--- src/rtl/tcpid_pkg.sv ---
// ----------------------------------------------------------------------------
// tcpid_pkg
// Types and constants of the three-channel incremental PID core.
// ----------------------------------------------------------------------------
package tcpid_pkg;

  localparam int IDX_W        = 2;
  localparam int SPEED_W      = 16;
  localparam int GAIN_W       = 16;
  localparam int ERR_W        = 18;
  localparam int DRIVE_W      = 17;
  localparam int CFG_IDX_W    = 3;
  localparam int CFG_DATA_W   = 16;
  localparam int TARGET_COUNT = 3;

  localparam logic signed [DRIVE_W-1:0] DRIVE_LIMIT = 17'sd40960;

  typedef enum logic [CFG_IDX_W-1:0] {
    REG_GAIN_P   = 3'd0,
    REG_GAIN_I   = 3'd1,
    REG_GAIN_D   = 3'd2,
    REG_TARGET_0 = 3'd3,
    REG_TARGET_1 = 3'd4,
    REG_TARGET_2 = 3'd5
  } reg_idx_t;

  typedef struct packed {
    logic        [GAIN_W-1:0]  gain_p;
    logic        [GAIN_W-1:0]  gain_i;
    logic        [GAIN_W-1:0]  gain_d;
    logic signed [SPEED_W-1:0] target_0;
    logic signed [SPEED_W-1:0] target_1;
    logic signed [SPEED_W-1:0] target_2;
  } cfg_t;

  typedef struct packed {
    logic signed [ERR_W-1:0]   e_prev;
    logic signed [ERR_W-1:0]   e_old;
    logic signed [DRIVE_W-1:0] drive_prev;
  } chan_state_t;

  typedef struct packed {
    logic signed [DRIVE_W-1:0] drive;
    logic                      stopped;
    logic                      update;
    logic signed [ERR_W-1:0]   e_new;
  } calc_res_t;

endpackage

--- src/rtl/tcpid_in_if.sv ---
// ----------------------------------------------------------------------------
// tcpid_in_if
// Measurement channel: motor index and measured speed.
// ----------------------------------------------------------------------------
interface tcpid_in_if;
  import tcpid_pkg::*;
  logic                      valid;
  logic                      ready;
  logic        [IDX_W-1:0]   motor_index;
  logic signed [SPEED_W-1:0] measured_speed;

  modport source (output valid, output motor_index, output measured_speed, input ready);
  modport sink   (input valid, input motor_index, input measured_speed, output ready);
endinterface

--- src/rtl/tcpid_out_if.sv ---
// ----------------------------------------------------------------------------
// tcpid_out_if
// Result channel: clamped drive and stop flag.
// ----------------------------------------------------------------------------
interface tcpid_out_if;
  import tcpid_pkg::*;
  logic                      valid;
  logic                      ready;
  logic signed [DRIVE_W-1:0] drive_value;
  logic                      stopped;

  modport source (output valid, output drive_value, output stopped, input ready);
  modport sink   (input valid, input drive_value, input stopped, output ready);
endinterface

--- src/rtl/tcpid_cfg_if.sv ---
// ----------------------------------------------------------------------------
// tcpid_cfg_if
// Register write channel: register index and write data.
// ----------------------------------------------------------------------------
interface tcpid_cfg_if;
  import tcpid_pkg::*;
  logic                  valid;
  logic                  ready;
  logic [CFG_IDX_W-1:0]  index;
  logic [CFG_DATA_W-1:0] data;

  modport source (output valid, output index, output data, input ready);
  modport sink   (input valid, input index, input data, output ready);
endinterface

--- src/rtl/tcpid_cfg_regs.sv ---
// ----------------------------------------------------------------------------
// tcpid_cfg_regs
// Gain and target registers, written through the config channel.
// ----------------------------------------------------------------------------
module tcpid_cfg_regs
  import tcpid_pkg::*;
(
  input  logic                  clk,
  input  logic                  rst_n,
  input  logic                  wr_en,
  input  logic [CFG_IDX_W-1:0]  wr_idx,
  input  logic [CFG_DATA_W-1:0] wr_data,
  output cfg_t                  cfg
);

  cfg_t cfg_r, cfg_nxt;

  always_comb begin
    cfg_nxt = cfg_r;
    if (wr_en) begin
      case (wr_idx)
        REG_GAIN_P:   cfg_nxt.gain_p   = wr_data;
        REG_GAIN_I:   cfg_nxt.gain_i   = wr_data;
        REG_GAIN_D:   cfg_nxt.gain_d   = wr_data;
        REG_TARGET_0: cfg_nxt.target_0 = $signed(wr_data);
        REG_TARGET_1: cfg_nxt.target_1 = $signed(wr_data);
        REG_TARGET_2: cfg_nxt.target_2 = $signed(wr_data);
        default:      cfg_nxt = cfg_r;   // index past the map: dropped
      endcase
    end
  end

  always_ff @(posedge clk) begin
    if (!rst_n) begin
      cfg_r <= '0;
    end else begin
      cfg_r <= cfg_nxt;
    end
  end

  assign cfg = cfg_r;

endmodule

--- src/rtl/tcpid_calc.sv ---
// ----------------------------------------------------------------------------
// tcpid_calc
// Velocity-form PID update for one measurement, with drive clamp.
// ----------------------------------------------------------------------------
module tcpid_calc
  import tcpid_pkg::*;
(
  input  cfg_t                      cfg,
  input  logic                      chan_ok,
  input  logic        [IDX_W-1:0]   idx,
  input  logic signed [SPEED_W-1:0] meas,
  input  chan_state_t               st,
  output calc_res_t                 res
);

  logic signed [SPEED_W-1:0] tgt;
  logic signed [SPEED_W:0]   err17;
  logic signed [ERR_W-1:0]   err;
  logic signed [ERR_W:0]     d1;     // e - e1
  logic signed [ERR_W+1:0]   d2;     // e - 2*e1 + e2
  logic signed [35:0]        prod_p;
  logic signed [34:0]        prod_i;
  logic signed [36:0]        prod_d;
  logic signed [38:0]        total;

  always_comb begin
    case (idx)
      2'd0:    tgt = cfg.target_0;
      2'd1:    tgt = cfg.target_1;
      2'd2:    tgt = cfg.target_2;
      default: tgt = '0;
    endcase
  end

  assign err17 = {tgt[SPEED_W-1], tgt} - {meas[SPEED_W-1], meas};
  assign err   = {err17[SPEED_W], err17};
  assign d1    = {err[ERR_W-1], err} - {st.e_prev[ERR_W-1], st.e_prev};
  assign d2    = {{2{err[ERR_W-1]}}, err} - {st.e_prev[ERR_W-1], st.e_prev, 1'b0}
               + {{2{st.e_old[ERR_W-1]}}, st.e_old};

  // Q8.8 gain times Q.4 error lands exactly in Q.12
  assign prod_p = $signed({1'b0, cfg.gain_p}) * d1;
  assign prod_i = $signed({1'b0, cfg.gain_i}) * err;
  assign prod_d = $signed({1'b0, cfg.gain_d}) * d2;

  assign total = {{3{prod_p[35]}}, prod_p} + {{4{prod_i[34]}}, prod_i}
               + {{2{prod_d[36]}}, prod_d}
               + {{22{st.drive_prev[DRIVE_W-1]}}, st.drive_prev};

  always_comb begin
    res.e_new = err;
    if (!chan_ok) begin
      res.drive   = '0;
      res.stopped = 1'b0;
      res.update  = 1'b0;
    end else if (tgt == '0) begin
      res.drive   = '0;
      res.stopped = 1'b1;
      res.update  = 1'b0;
    end else begin
      res.stopped = 1'b0;
      res.update  = 1'b1;
      if (total > 39'(DRIVE_LIMIT)) begin
        res.drive = DRIVE_LIMIT;
      end else if (total < -39'(DRIVE_LIMIT)) begin
        res.drive = -DRIVE_LIMIT;
      end else begin
        res.drive = total[DRIVE_W-1:0];
      end
    end
  end

endmodule

--- src/rtl/three_channel_incremental_pid_core.sv ---
// ----------------------------------------------------------------------------
// three_channel_incremental_pid_core
// Incremental PID speed loop for up to three motors, one result per sample.
// ----------------------------------------------------------------------------
//   channel  dir  payload                          transfer
//   in_bus   in   motor_index, measured_speed      valid & ready
//   out_bus  out  drive_value, stopped             valid & ready
//   cfg_bus  in   index, data (register write)     valid & ready, ready tied high
//
// A sample passes from input transfer to result through the input register,
// then one pass through the three gain multipliers, adder and clamp into
// the result register. One sample per cycle is sustained unless out_bus stalls;
// per-motor state is written with the result, so a sample right behind it
// sees it. Reset clears gains, targets and motor state. A stalled result holds
// the result register and the input register keeps one sample behind it.
// ----------------------------------------------------------------------------
module three_channel_incremental_pid_core
  import tcpid_pkg::*;
#(
  parameter int NUM_CHANNELS = 3
) (
  input logic       clk,
  input logic       rst_n,
  tcpid_in_if.sink   in_bus,
  tcpid_out_if.source out_bus,
  tcpid_cfg_if.sink  cfg_bus
);

  localparam int NUM_ACTIVE = (NUM_CHANNELS < TARGET_COUNT) ? NUM_CHANNELS : TARGET_COUNT;
  localparam int CH_W       = (NUM_ACTIVE > 1) ? $clog2(NUM_ACTIVE) : 1;
  localparam logic [IDX_W:0] CH_LIMIT = (IDX_W+1)'(NUM_ACTIVE);

  cfg_t        cfg;
  chan_state_t st_r [NUM_ACTIVE];
  chan_state_t st_sel;
  calc_res_t   res;

  logic                      in_v_r;
  logic        [IDX_W-1:0]   idx_r;
  logic signed [SPEED_W-1:0] meas_r;
  logic                      out_v_r;
  logic signed [DRIVE_W-1:0] drive_r;
  logic                      stop_r;
  logic                      chan_ok;
  logic [CH_W-1:0]           ch;
  logic                      advance;
  logic                      take_in;

  assign cfg_bus.ready = 1'b1;

  tcpid_cfg_regs u_regs (
    .clk     (clk),
    .rst_n   (rst_n),
    .wr_en   (cfg_bus.valid),
    .wr_idx  (cfg_bus.index),
    .wr_data (cfg_bus.data),
    .cfg     (cfg)
  );

  assign advance = !out_v_r || out_bus.ready;
  assign take_in = !in_v_r || advance;
  assign in_bus.ready = take_in;

  assign chan_ok = {1'b0, idx_r} < CH_LIMIT;
  assign ch      = CH_W'(idx_r);
  assign st_sel  = chan_ok ? st_r[ch] : '0;

  tcpid_calc u_calc (
    .cfg     (cfg),
    .chan_ok (chan_ok),
    .idx     (idx_r),
    .meas    (meas_r),
    .st      (st_sel),
    .res     (res)
  );

  always_ff @(posedge clk) begin
    if (!rst_n) begin
      in_v_r  <= 1'b0;
      out_v_r <= 1'b0;
      for (int i = 0; i < NUM_ACTIVE; i++) begin
        st_r[i] <= '0;
      end
    end else begin
      if (take_in) begin
        in_v_r <= in_bus.valid;
      end
      if (advance) begin
        out_v_r <= in_v_r;
      end
      if (advance && in_v_r && res.update) begin
        st_r[ch] <= '{e_prev: res.e_new, e_old: st_sel.e_prev, drive_prev: res.drive};
      end
    end
  end

  always_ff @(posedge clk) begin
    if (take_in) begin
      idx_r  <= in_bus.motor_index;
      meas_r <= in_bus.measured_speed;
    end
    if (advance && in_v_r) begin
      drive_r <= res.drive;
      stop_r  <= res.stopped;
    end
  end

  assign out_bus.valid       = out_v_r;
  assign out_bus.drive_value = drive_r;
  assign out_bus.stopped     = stop_r;

endmodule

--- src/flat_wrapper.sv ---
// flat-port wrapper written by rule: the top's interface ports become plain ports
module three_channel_incremental_pid_core_flat import tcpid_pkg::*;
#(
  parameter int NUM_CHANNELS = 3
)
  (clk, rst_n, in_bus_valid, in_bus_motor_index, in_bus_measured_speed, in_bus_ready, out_bus_valid, out_bus_drive_value, out_bus_stopped, out_bus_ready, cfg_bus_valid, cfg_bus_index, cfg_bus_data, cfg_bus_ready);
  tcpid_in_if in_bus_i ();
  tcpid_out_if out_bus_i ();
  tcpid_cfg_if cfg_bus_i ();
  input logic clk;
  input logic rst_n;
  input wire logic [$bits(in_bus_i.valid)-1:0] in_bus_valid;
  input wire logic [$bits(in_bus_i.motor_index)-1:0] in_bus_motor_index;
  input wire logic [$bits(in_bus_i.measured_speed)-1:0] in_bus_measured_speed;
  output wire logic [$bits(in_bus_i.ready)-1:0] in_bus_ready;
  output wire logic [$bits(out_bus_i.valid)-1:0] out_bus_valid;
  output wire logic [$bits(out_bus_i.drive_value)-1:0] out_bus_drive_value;
  output wire logic [$bits(out_bus_i.stopped)-1:0] out_bus_stopped;
  input wire logic [$bits(out_bus_i.ready)-1:0] out_bus_ready;
  input wire logic [$bits(cfg_bus_i.valid)-1:0] cfg_bus_valid;
  input wire logic [$bits(cfg_bus_i.index)-1:0] cfg_bus_index;
  input wire logic [$bits(cfg_bus_i.data)-1:0] cfg_bus_data;
  output wire logic [$bits(cfg_bus_i.ready)-1:0] cfg_bus_ready;
  assign in_bus_i.valid = in_bus_valid;
  assign in_bus_i.motor_index = in_bus_motor_index;
  assign in_bus_i.measured_speed = in_bus_measured_speed;
  assign in_bus_ready = in_bus_i.ready;
  assign out_bus_valid = out_bus_i.valid;
  assign out_bus_drive_value = out_bus_i.drive_value;
  assign out_bus_stopped = out_bus_i.stopped;
  assign out_bus_i.ready = out_bus_ready;
  assign cfg_bus_i.valid = cfg_bus_valid;
  assign cfg_bus_i.index = cfg_bus_index;
  assign cfg_bus_i.data = cfg_bus_data;
  assign cfg_bus_ready = cfg_bus_i.ready;
  three_channel_incremental_pid_core #(.NUM_CHANNELS(NUM_CHANNELS)) u_core (.clk(clk), .rst_n(rst_n), .in_bus(in_bus_i), .out_bus(out_bus_i), .cfg_bus(cfg_bus_i));
endmodule
--- config.mk ---
export PLATFORM = sky130hd
export DESIGN_NAME = three_channel_incremental_pid_core_flat
export DESIGN_NICKNAME = d
export VERILOG_FILES = /design/src/rtl/tcpid_pkg.sv /design/src/rtl/tcpid_in_if.sv /design/src/rtl/tcpid_out_if.sv /design/src/rtl/tcpid_cfg_if.sv /design/src/rtl/tcpid_cfg_regs.sv /design/src/rtl/tcpid_calc.sv /design/src/rtl/three_channel_incremental_pid_core.sv /design/src/flat_wrapper.sv
export SDC_FILE = /design/constraint.sdc
export NUM_CORES = 2
export LEC_CHECK = 0
export BUFFER_PORTS_ARGS = -buffer_cell sky130_fd_sc_hd__buf_4
export CORE_AREA = 2 2 291 293
export DETAILED_ROUTE_END_ITERATION = 10
export DIE_AREA = 0 0 293 295
export PLACE_DENSITY = 0.87
export SLEW_MARGIN = 25
export SYNTH_ARGS = -nofsm -noshare
export SYNTH_HDL_FRONTEND = slang
export SYNTH_SLANG_ARGS = --single-unit
--- constraint.sdc ---
create_clock -name clk -period 16.56 [get_ports clk]
set_input_delay 3.312 -clock clk [delete_from_list [all_inputs] [get_ports clk]]
set_output_delay 3.312 -clock clk [all_outputs]
set_load 0.05 [all_outputs]
* Yosys cells after proc, flatten, opt, wreduce, memory -nomap -nowiden
Memory sizes are Yosys's and may differ from the RTL's. A register that Yosys moved wholly into a read port is not among the register bits. Cells that the tools add are included.
Word-level totals: output and inout port bits 21, memories 1, RAM bits 159, bits in registers 134, input bits 42
Operators by class: $add $sub $neg 7, reduce and logical (&&, ||, !) cells 16, equal/unequal tests 7, magnitude comparators 3, multiply operators 3, muxes and demuxes 14
Memory list:
- u_core.st_r | depth 3, width 53, rd ports 1, clocked after Yosys merged registers in 1, write ports 3, RTL line three_channel_incremental_pid_core.sv:34 | chan_state_t st_r [NUM_ACTIVE];
Operator list (count):
- $mux 53 | 2
- $reduce_or 53->1 | 1
- $pmux 16 s3 | 1
- $add 38x17->39 | 1
- $gt 39x17->1 const B | 1
- $lt 39x17->1 const B | 1
- $add 37x37->38 | 1
- $mux 19 | 2
- $add 36x34->37 | 1
- $mul 17x20->37 | 1
- $mul 17x19->36 | 1
- $mul 17x17->34 | 1
- $mux 17 | 2
- $add 20x20->20 | 1
- $sub 17x19->20 | 1
- $sub 17x18->19 | 1
- $sub 16x16->17 | 1
- $logic_not 16->1 | 1
- $reduce_and 2->1 | 6
- $eq 3x2->1 const B | 2
- $eq 3x3->1 const B | 2
- $mux 1 | 5
- $mux 2 | 2
- $eq 3x1->1 const B | 1
- other kinds (8) | 11

* Depth between registers and ports, before layout
depth in word-level cells 19, depth in mapped cells 63, gate-level depth less buffers 57

* By module
From an unflattened synthesis, not the netlist that was laid out.
Unflattened totals: cells, all modules 5450, area total of the unflattened synthesis 53571.4 µm²
Modules (own cells, without submodules):
- tcpid_calc | area an instance 39661.8 µm², cells an instance 4542, times used 1
- three_channel_incremental_pid_core | area an instance 10415.0 µm², cells an instance 574, times used 1
- tcpid_cfg_regs | area an instance 3494.6 µm², cells an instance 334, times used 1

* Worst setup path after synthesis
OpenSTA, ideal clock, no wires.
path type register to register, start register u_core.idx_r[1] (netlist: u_core.ch[1]), end memory u_core.st_r[2][0] (netlist bit) (data pin), setup time 0.161 ns, stages on the path, launching flop included 61, slack 2.086 ns, arrival time 14.314 ns, path buffers 5, period minus slack after synthesis 14.474 ns, cells stage by stage edfxtp_1 > clkbuf_1 > nor2b_1 > clkbuf_1 > clkbuf_1 > nand2_1 > o21ai_0 > inv_1 > ha_1 > fa_1 > nand3b_1 > a21boi_0 > o21ai_0 > a21boi_0 > o21ai_0 > nand2b_1 > a21o_1 > a41o_1 > [25 not listed] > inv_1 > fa_1 > inv_1 > fa_1 > inv_1 > ha_1 > clkbuf_1 > nand2_1 > or3_1 > a2111oi_1 > nor3_1 > o21ai_0 > nand3_1 > a21oi_1 > nor4bb_1 > nand4_1 > buf_1 > a211oi_2
RTL lines:
- start, declared | RTL line three_channel_incremental_pid_core.sv:39 | logic [IDX_W-1:0] idx_r;
- start signal, assigned | RTL line three_channel_incremental_pid_core.sv:99 | idx_r <= in_bus.motor_index;
- end, declared | RTL line three_channel_incremental_pid_core.sv:34

==> out/qor.yml <==
routing:
  via_per_inst: 5.94
  drtIter0Drc: 3691
  drt_pass1_iterations: 8
  routed_wl_mm: 141
  drc_errors: 0
  routedWlPerCell_um: 22.2
  vias: 37800
  antenna_left: 0
floorplanning:
  die_x_um: 293
  die-area_um2: 86400
  start_util: 0.625
  die_h_um: 295
  rows: 106
  ioPinCount: 63
  coreArea_um2: 83200
synth:
  ys_types: 79
  synth_area_leader_cell: "fa_1"
  yosysSeqAreaShare: 0.177
  synth_cells: 5277
  yosys_register_bits: 340
  synth_edf_count: 240
  yosysWarnings: 0
  synth_ff_type: "edfxtp_1"
  syn_avg_cell_area_um2: 9.85
  async_flop_share: 0
  synth_area_leaders: "fa_1, edfxtp_1, inv_1, ha_1, nand2_1"
  netlist_area_um2: 52000
  yosysTopAreaCellShare: 0.395
timing:
  setup_viol: 0
  holdWs_ns: 0.471
  fmaxAchievable_mhz: 63.0
  max-slew-margin-rel: 0.261
  tightest_slew_ns: 1.09
  min_period_over_period: 0.959
  fin_crit_ns: 15.87
  setup_tns_ns: 0
  finalClockSkew_ns: 0.0269
  drv_slew: 0
  layout_setup_ws_ns: 0.686
  finalHoldViolCount: 0
  rsz0062_at_grt: "no"
cts:
  cts-root-buf: "clkbuf_16"
  post_cts_buffers: 0
  clk_pin_slew_worst_paths_ns: 0.07
  clk_latency_ns: 0.60
  cts.sinks: 340
  htree_levels: 2
  cts_buffers: 38
  cts_buffer_depth: 3
  cts_tree: "yes"
  hold_buffers: 0
final_layout:
  num-fill-cells: 5898
  drive_above_1_share: 0.0662
  nNetsFinal: 6646
  layout_commonest_cell: "inv_1"
  utilization: 0.661
  syn2layout_area_growth_pct: 5.76
  mostFrequentLayoutCells: "inv_1, fa_1, nand2_1"
worst_setup_path:
  cpMostUsedCell: "fa_1"
  slowest_delay_ns: 0.87
  setup.worst_path.end_class: "flip-flop"
  cp_max_fo: 22
  required_ns: 16.85
  crit_slowest_cell: "mux2i_2"
  critPathArrivalTime_ns: 16.17
  crit_type: "reg -> reg"
  start_kind: "flip-flop"
power_and_ir_drop:
  max-vdd-ir-drop_v: 0.000300
  leakage_uw: 0.0262
  p_per_area_nw_per_um2: 132
global_routing:
  grt_max_degree: 101
  grt_pass1_wl_mm: 227
  grt_use_met3: 0.103
  grt_antenna_before_repair: 2
  grt_pass1_vias: 41600
  grt_use_total: 0.343
  grt.met1_usage: 0.435
  globalRouteMet2Util: 0.561
  busiest_layer: "met2"
  gr-total-overflow: 0
place:
  pre_cts_ws_ns: 0.245
  dp_hpwl_mm: 116
  place.gp.congestion: 0.995
  port_buffers: 61
flow_run:
  drv_cap: 0
outcome:
  status: "finished, final reports clean"
hold_path:
  hold_class: "reg -> reg"
[cell usage after synthesis (all sizes together), types with 10 or more instances]
cell,count
fa,1026
mux2i,22
edfxtp,240
buf,21
and3,54
nand2b,28
nand3b,13
xor2,18
or2,22
o31ai,10
ha,319
dfxtp,100
mux4,51
inv,1189
a21boi,106
xnor2,47
nand3,47
and2,384
nor3,39
nand4,12
nor2b,90
clkbuf,232
nor4,10
a21oi,69
nor2,123
or3,13
o21a,21
a211oi,35
o21ai,83
nand2,733
a21o,29
[per-stage QoR]
stage               cell area [µm²]  instances  total power, µW
floorplan                     52200       5327             4660
global placement              53700       6299             6160
detailed placement            53700       6299             6220
CTS                           54900       6366             7130
global route                  55000       6366             7800
finish                        55000       6367             7280
[final timing paths]
path | from | endpoint | slack [ns] | depth (start not counted)
hold / removal | u_core.u_regs.cfg[8] | u_core.u_regs.cfg[8] | 0.47 | 2
setup reg to reg | u_core.ch[1] | u_core.st_r[1][0] | 0.69 | 50
hold reg to reg | u_core.u_regs.cfg[8] | u_core.u_regs.cfg[8] | 0.47 | 2
setup / recovery | u_core.ch[1] | u_core.st_r[1][0] | 0.69 | 50
[layer usage]
layer	wire (µm)	part of all wire
met5	23	0.00016
met1	50100	0.35
met2	66900	0.47
met4	6200	0.044
met3	18200	0.13
[final cells by class]
cell class              count  area [µm²]  share of cell area
clock inverters            23         262             0.00476
repair buffers            145        1090              0.0198
diodes                      1        2.50           0.0000455
clock buffers              44         973              0.0177
multi-input cells        3545       37600               0.684
flip-flops and latches    340        9220               0.168
well taps                1080        1350              0.0246
inverters                1189        4460              0.0812
[power breakdown]
part	internal (µW)	total [µW]	switching [µW]
logic	1930	5450	3520
clock network	464	847	383
registers	959	990	31.8
total	3350	7280	3930
[sequential cells by signal (all words and copies together), names as in the netlist, named ones only]
signal	count
u_core.in_v_r	1
u_core.ch	2
u_core.out_bus.stopped	1
u_core.meas_r	16
u_core.out_bus.drive_value	17
u_core.out_bus.valid	1
u_core.u_regs.cfg	96
u_core.st_r	204
[worst max-delay path, delay by kind of cell, from the launching register on]
kind	cells	cell delay (ns)
muxes	2	1.00
xor gates and xnor gates	3	0.74
adders and majority gates	13	6.38
buffers and inverters	10	1.29
DFF	1	0.45
AOI/OAI and AO/OA	12	3.71
and+or+nand+nor	10	1.93
[cell families (layout without fill, tap and decap cells)]
group	count (synthesis)	in the layout	share of synthesized area
buffers and inverters	1442	1401	0.105
AO/OA/AOI/OAI	420	420	0.0572
AND/OR/NAND/NOR	1587	1587	0.150
other	2	53	0.000144
flip-flops	340	340	0.177
multiplexers	76	76	0.0271
XOR/XNOR	65	65	0.0110
adder cells (fa/ha/maj)	1345	1345	0.472
[repair_timing]
item / in CTS / in global routing
setup endpoints to repair: 0 / 80
gates resized for setup: 0 / 10
endpoints found under the hold margin: 0 / 0
(Power assumes the default switching activity.)
